`src/lc2k_instruction_executor_unit_assert.svh`:
```
// Assertion macros used by the LC-2K controller.
`ifndef LC2K_INSTRUCTION_EXECUTOR_UNIT_ASSERT_SVH
`define LC2K_INSTRUCTION_EXECUTOR_UNIT_ASSERT_SVH

// Same-cycle implication, checked on every rising clock edge outside reset.
`define LC2K_ASSERT_IMPLY(label, cond, expr, msg) \
    label: assert property (@(posedge i_clk) disable iff (!i_rst_n) (cond) |-> (expr)) \
        else $error(msg);

// Next-cycle implication, checked on every rising clock edge outside reset.
`define LC2K_ASSERT_NEXT(label, cond, expr, msg) \
    label: assert property (@(posedge i_clk) disable iff (!i_rst_n) (cond) |=> (expr)) \
        else $error(msg);

`endif

```
`src/lc2k_pkg.sv`:
```
// Shared types, codes and constants of the LC-2K instruction executor.
package lc2k_pkg;

    // Default memory size in words.
    localparam int DEF_MEM_WORDS = 65536;

    // Width of the signed value that the address wrap unit reduces.
    localparam int XW = 34;

    // Request command codes.
    localparam logic [1:0] CMD_WRITE_MEM = 2'd0;
    localparam logic [1:0] CMD_STEP      = 2'd1;
    localparam logic [1:0] CMD_READ_MEM  = 2'd2;
    localparam logic [1:0] CMD_READ_REG  = 2'd3;

    // Instruction opcodes (bits 24..22).
    localparam logic [2:0] OP_ADD  = 3'd0;
    localparam logic [2:0] OP_NOR  = 3'd1;
    localparam logic [2:0] OP_LW   = 3'd2;
    localparam logic [2:0] OP_SW   = 3'd3;
    localparam logic [2:0] OP_BEQ  = 3'd4;
    localparam logic [2:0] OP_JALR = 3'd5;
    localparam logic [2:0] OP_HALT = 3'd6;
    localparam logic [2:0] OP_NOOP = 3'd7;

    // Input request payload.
    typedef struct packed {
        logic [1:0]         command;
        logic [15:0]        address;
        logic signed [31:0] data;
    } t_req;

    // Result payload.
    typedef struct packed {
        logic signed [31:0] read_data;
        logic [15:0]        program_counter;
        logic               halted;
        logic [2:0]         last_opcode;
    } t_resp;

    // Controller states.
    typedef enum logic [3:0] {
        ST_IDLE,
        ST_DECODE,
        ST_INSTR,
        ST_REG_A,
        ST_REG_B,
        ST_EXEC,
        ST_WRAP_WAIT,
        ST_MEM_DATA,
        ST_REG_DATA,
        ST_RESP
    } t_state;

    // Source of the value handed to the address wrap unit.
    typedef enum logic [1:0] {
        WS_ADDR,
        WS_MEMEA,
        WS_BRANCH,
        WS_JALR
    } t_wsel;

    // Register file read address source.
    typedef enum logic [1:0] {
        RS_ADDR,
        RS_INSTR_A,
        RS_INSTR_B
    } t_rfrsel;

    // Register file write address and data source.
    typedef enum logic [1:0] {
        RW_ALU,
        RW_LOAD,
        RW_LINK
    } t_rfwsel;

    // Commands from the controller to the datapath.
    typedef struct packed {
        logic    load_req;
        logic    latch_instr;
        t_rfrsel rf_rsel;
        logic    latch_a;
        logic    latch_b;
        logic    report_op;
        logic    wrap_start;
        t_wsel   wrap_sel;
        logic    mem_write;
        logic    mem_read;
        logic    latch_mem_rd;
        logic    rf_write;
        t_rfwsel rf_wsel;
        logic    latch_rf_rd;
        logic    pc_load;
        logic    set_halt;
        logic    out_load;
    } t_ctl_cmd;

    // Status from the datapath to the controller.
    typedef struct packed {
        logic [1:0] cmd;
        logic [2:0] opcode;
        logic       halted;
        logic       equal;
        logic       wrap_done;
    } t_ctl_stat;

endpackage

```
`src/lc2k_controller.sv`:
```
// LC-2K controller: sequences each request through the datapath.
`include "lc2k_instruction_executor_unit_assert.svh"

module lc2k_controller import lc2k_pkg::*; (
    input  logic      i_clk,
    input  logic      i_rst_n,
    input  logic      i_valid,
    output logic      o_stall,
    output logic      o_valid,
    input  logic      i_stall,
    input  t_ctl_stat i_stat,
    output t_ctl_cmd  o_cmd
);

    t_state r_state;
    t_state n_state;
    logic   r_out_valid;
    logic   out_free;

    assign o_stall  = (r_state != ST_IDLE);
    assign out_free = !r_out_valid || !i_stall;

    // State register.
    always_ff @(posedge i_clk) begin
        if (!i_rst_n) begin
            r_state <= ST_IDLE;
        end else begin
            r_state <= n_state;
        end
    end

    // Output valid: set when a result is loaded, cleared when it is taken.
    always_ff @(posedge i_clk) begin
        if (!i_rst_n) begin
            r_out_valid <= 1'b0;
        end else if (o_cmd.out_load) begin
            r_out_valid <= 1'b1;
        end else if (!i_stall) begin
            r_out_valid <= 1'b0;
        end
    end

    assign o_valid = r_out_valid;

    // Next state.
    always_comb begin
        n_state = r_state;
        unique case (r_state)
            ST_IDLE: begin
                if (i_valid) begin
                    n_state = ST_DECODE;
                end
            end
            ST_DECODE: begin
                unique case (i_stat.cmd)
                    CMD_STEP:     n_state = i_stat.halted ? ST_RESP : ST_INSTR;
                    CMD_READ_REG: n_state = ST_REG_DATA;
                    default:      n_state = ST_WRAP_WAIT;
                endcase
            end
            ST_INSTR: n_state = ST_REG_A;
            ST_REG_A: n_state = ST_REG_B;
            ST_REG_B: n_state = ST_EXEC;
            ST_EXEC: begin
                unique case (i_stat.opcode)
                    OP_LW, OP_SW, OP_JALR: n_state = ST_WRAP_WAIT;
                    OP_BEQ:  n_state = i_stat.equal ? ST_WRAP_WAIT : ST_RESP;
                    default: n_state = ST_RESP;
                endcase
            end
            ST_WRAP_WAIT: begin
                if (i_stat.wrap_done) begin
                    if (i_stat.cmd == CMD_READ_MEM ||
                        (i_stat.cmd == CMD_STEP && i_stat.opcode == OP_LW)) begin
                        n_state = ST_MEM_DATA;
                    end else begin
                        n_state = ST_RESP;
                    end
                end
            end
            ST_MEM_DATA: n_state = ST_RESP;
            ST_REG_DATA: n_state = ST_RESP;
            ST_RESP: begin
                if (out_free) begin
                    n_state = ST_IDLE;
                end
            end
            default: n_state = ST_IDLE;
        endcase
    end

    // Datapath commands.
    always_comb begin
        o_cmd = '0;
        unique case (r_state)
            ST_IDLE: begin
                o_cmd.load_req = i_valid;
            end
            ST_DECODE: begin
                // The memory reads at the pc and the register file at the
                // request address by default, so both results are ready next.
                if (i_stat.cmd == CMD_WRITE_MEM || i_stat.cmd == CMD_READ_MEM) begin
                    o_cmd.wrap_start = 1'b1;
                    o_cmd.wrap_sel   = WS_ADDR;
                end
            end
            ST_INSTR: begin
                o_cmd.latch_instr = 1'b1;
                o_cmd.rf_rsel     = RS_INSTR_A;
            end
            ST_REG_A: begin
                o_cmd.latch_a = 1'b1;
                o_cmd.rf_rsel = RS_INSTR_B;
            end
            ST_REG_B: begin
                o_cmd.latch_b = 1'b1;
            end
            ST_EXEC: begin
                o_cmd.report_op = 1'b1;
                unique case (i_stat.opcode)
                    OP_ADD, OP_NOR: begin
                        o_cmd.rf_write = 1'b1;
                        o_cmd.rf_wsel  = RW_ALU;
                    end
                    OP_LW, OP_SW: begin
                        o_cmd.wrap_start = 1'b1;
                        o_cmd.wrap_sel   = WS_MEMEA;
                    end
                    OP_BEQ: begin
                        o_cmd.wrap_start = i_stat.equal;
                        o_cmd.wrap_sel   = WS_BRANCH;
                    end
                    OP_JALR: begin
                        o_cmd.rf_write   = 1'b1;
                        o_cmd.rf_wsel    = RW_LINK;
                        o_cmd.wrap_start = 1'b1;
                        o_cmd.wrap_sel   = WS_JALR;
                    end
                    OP_HALT: begin
                        o_cmd.set_halt = 1'b1;
                    end
                    default: begin
                    end
                endcase
            end
            ST_WRAP_WAIT: begin
                if (i_stat.wrap_done) begin
                    unique case (i_stat.cmd)
                        CMD_WRITE_MEM: o_cmd.mem_write = 1'b1;
                        CMD_READ_MEM:  o_cmd.mem_read  = 1'b1;
                        default: begin
                            unique case (i_stat.opcode)
                                OP_SW:           o_cmd.mem_write = 1'b1;
                                OP_LW:           o_cmd.mem_read  = 1'b1;
                                OP_BEQ, OP_JALR: o_cmd.pc_load   = 1'b1;
                                default: begin
                                end
                            endcase
                        end
                    endcase
                end
            end
            ST_MEM_DATA: begin
                if (i_stat.cmd == CMD_STEP) begin
                    o_cmd.rf_write = 1'b1;
                    o_cmd.rf_wsel  = RW_LOAD;
                end else begin
                    o_cmd.latch_mem_rd = 1'b1;
                end
            end
            ST_REG_DATA: begin
                o_cmd.latch_rf_rd = 1'b1;
            end
            ST_RESP: begin
                o_cmd.out_load = out_free;
            end
            default: begin
            end
        endcase
    end

    // An accepted request always moves on to decode.
    `LC2K_ASSERT_NEXT(a_accept_decode, i_valid && !o_stall, r_state == ST_DECODE, "accept lost")
    // The pc only loads a finished wrapped address.
    `LC2K_ASSERT_IMPLY(a_pc_wrapped, o_cmd.pc_load, i_stat.wrap_done, "pc load before wrap")
    // Memory writes use a finished wrapped address.
    `LC2K_ASSERT_IMPLY(a_wr_wrapped, o_cmd.mem_write, i_stat.wrap_done, "write before wrap")
    // A waiting result is never overwritten.
    `LC2K_ASSERT_IMPLY(a_no_overwrite, o_cmd.out_load, !r_out_valid || !i_stall,
                       "result overwritten")

endmodule

```
`config.mk`:
```
export PLATFORM = sky130hd
export DESIGN_NAME = lc2k_controller
export DESIGN_NICKNAME = d
export VERILOG_FILES = /design/src/lc2k_pkg.sv /design/src/lc2k_controller.sv
export VERILOG_INCLUDE_DIRS = /design/src /design/src/src
export SDC_FILE = /design/constraint.sdc
export NUM_CORES = 1
export LEC_CHECK = 0
export BUFFER_PORTS_ARGS = -buffer_cell sky130_fd_sc_hd__buf_2
export CORE_MARGIN = 2
export CORE_UTILIZATION = 46
export DETAILED_ROUTE_END_ITERATION = 12
export PLACE_DENSITY = 0.82
export SYNTH_ARGS = -nofsm -noshare
export SYNTH_HDL_FRONTEND = slang
export SYNTH_SLANG_ARGS = --single-unit
```
`constraint.sdc`:
```
create_clock -name i_clk -period 3.3 [get_ports i_clk]
set_input_delay 0.66 -clock i_clk [delete_from_list [all_inputs] [get_ports i_clk]]
set_output_delay 0.66 -clock i_clk [all_outputs]
set_load 0.1 [all_outputs]
```
==> impl_metrics.py <==
metrics = {
    "timing": {
        "tightest_slew_ns": 0.491,
        "relSlewSlack_pct": 67.2,
        "hold_viol": 0,
        "setup_viol": 0,
        "finalClockSkew_ns": 0.00676,
        "rsz0062_at_grt": "no",
        "period_needed_ns": 2.67,
        "fin_crit_sh_pct": 80.9,
        "slew_viol_final": 0,
        "fmax_ghz": 0.375,
        "setup_tns_ns": 0,
    },
    "run_status": {
        "run_status": "completed",
    },
    "worst_setup_path": {
        "crit_arrival_ns": 2.01,
        "worstPathRequired_ns": 2.64,
        "r2r_setup_slack_ns": 1.55,
        "path_max_fanout": 15,
        "end_kind": "output port",
        "cp-start-kind": "register",
        "crit_type": "reg2out",
    },
    "routing": {
        "vias": 824,
        "drtAntennaViolNets": 0,
        "via_per_inst": 5.89,
        "drt_iter0_drc": 55,
        "routed_wl_um": 1700,
        "drc_errors": 0,
        "wl_per_cell_um": 12.2,
        "first_pass_iters": 4,
    },
    "synth": {
        "synth.area.top_cells": "dfxtp_1 16%, nor2_1 8.3%, nand2_1 6.6%, nand2b_1 5.0%, and3_1 4.0%",
        "synth_flop_cell": "dfxtp_1",
        "syn-cell-area_um2": 629,
        "ys_seq_elements": 5,
        "synth-edff-count": 0,
        "yosysSeqAreaShare_pct": 15.9,
        "yosys_warnings": 0,
        "ys_types": 36,
        "syn_inst": 95,
        "syn-num-nets": 107,
        "synthDominantAreaCellType": "dfxtp_1",
        "synth_top_area_share_pct": 15.9,
        "avgSynthCellArea_um2": 6.62,
        "async_reset_ff_share_pct": 0,
    },
    "finish": {
        "design_area_um2": 815,
        "area_delta_synth_final_pct": 29.4,
        "layout_common_cells": "33 x buf_2, 14 x nor2_1, 11 x nand2_1",
        "mostFrequentLayoutCell": "buf_2",
        "fill_cells": 128,
        "layout.area.seq_um2": 100,
        "drive_above_1_share_pct": 35.2,
        "fin_nets": 138,
        "multi_input_area_um2": 493,
        "antennaDiodeCount": 0,
    },
    "cts": {
        "cts_hold_buf": 0,
        "cts_tree": "yes",
        "cts_buffer_depth": 2,
        "clk_pin_slew_ns": 0.05,
        "cts-root-buf": "clkbuf_4",
        "cts_max_level": 1,
        "cts_setup_buffers": 0,
        "cts_resized": 0,
        "clk_latency_ns": 0.24,
        "cts_sinks": 5,
        "numCtsBuffers": 3,
    },
    "grt": {
        "grt_antenna_before_repair": 0,
        "grt_pass1_vias": 592,
        "grt_max_degree": 16,
        "grt.total_usage_pct": 20.8,
        "grt.overflow.total": 0,
        "grt_pass1_wl_um": 2440,
    },
    "floorplanning": {
        "chipWidth_um": 41.0,
        "core_um2": 1280,
        "fp.dieH_um": 41.0,
        "num_rows": 13,
        "start_util_pct": 49.0,
        "ios": 34,
        "die_area_um2": 1680,
    },
    "power": {
        "p_sw_w": 0.000283,
        "power.share.clock_pct": 15.6,
        "p_sw_share_pct": 60.0,
        "internal_power_w": 0.000189,
        "combPwrFrac_pct": 63.4,
        "cellPowerDensity_nw_per_um2": 580,
        "leakagePower_nw": 0.422,
        "seqPwrFrac_pct": 21.0,
        "ir_drop_mv": 0.312,
    },
    "place": {
        "placed_cell_area_um2": 788,
        "gp_congestion": 0.825,
        "hpwl_um": 1290,
        "numPortBuffers": 33,
    },
    "flow_run": {
        "cap_violations": 0,
    },
    "min_path": {
        "hold_path.class": "reg2reg",
    },
}
registers in the layout, summed over array words and instances, names as in the netlist:
signal and count:
o_valid 1, r_state 4
worst paths after layout:
path	cells after the start	start	to
setup reg to reg	4	r_state[2]	r_state[1]
setup / recovery	5	r_state[2]	o_cmd[8]
hold / removal	2	o_valid	o_valid
hold reg to reg	2	o_valid	o_valid
cells in the mapped netlist, types with 2 or more instances:
library cell  number
a211o_1            2
a21oi_1            4
and3_1             4
buf_2              2
clkbuf_1           3
dfxtp_1            5
inv_1              3
mux2i_1            2
nand2_1           11
nand2b_1           5
nor2_1            14
nor2b_1            4
nor3_1             5
nor3b_1            3
o21ai_0            5
or2_2              3
cell families (layout without fill, tap and decap cells):
group / Yosys count / count (layout) / share of synthesized area (%)
AO/OA/AOI/OAI: 22 / 22 / 24.9
buffers and inverters: 10 / 40 / 8.15
flip-flops: 5 / 5 / 15.9
multiplexers: 2 / 2 / 3.18
AND/OR/NAND/NOR: 56 / 56 / 47.9
power groups by stage:
stage	Combinational, W	Clock [W]	Sequential, W
floorplan	0.000278	0	0.0000798
global placement	0.000295	0	0.0000990
detailed placement	0.000298	0	0.0000993
CTS	0.000300	0.0000749	0.0000980
global route	0.000318	0.0000790	0.000102
finish	0.000300	0.0000735	0.0000992
final cells by class:
| cell class | instances | area share, % |
|---|---|---|
| Multi-Input combinational cell | 80 | 60.5 |
| Tap cell | 15 | 2.30 |
| Timing Repair Buffer | 33 | 20.3 |
| Sequential cell | 5 | 12.3 |
| Clock buffer | 4 | 3.23 |
| Inverter | 3 | 1.38 |
per-stage QoR:
stage / power, W / util [%] / hold WS (ns) / cells / setup WS [ns]
floorplan: 0.000358 / - / 0.523 / 95 / -0.316
global placement: 0.000394 / 61.3 / 0.509 / 136 / 0.794
detailed placement: 0.000398 / 61.3 / 0.520 / 136 / 0.766
CTS: 0.000473 / 63.4 / 0.526 / 140 / 0.688
global route: 0.000499 / 63.4 / 0.558 / 140 / 0.497
finish: 0.000472 / 63.4 / 0.527 / 140 / 0.632
routing by layer:
layer	share of wire [%]	track usage (%)
met5	0	0
met4	0	5.00
met3	9.9	0.543
met2	48	34.4
met1	42	29.4
worst max-delay path, cell delays in order, from the launching register on:
cell,delay (ns)
dfxtp_1,0.62
nand2b_1,0.26
nor2_1,0.20
nand2_1,0.11
a21oi_1,0.12
buf_2,0.44
(Power assumes the default switching activity.)
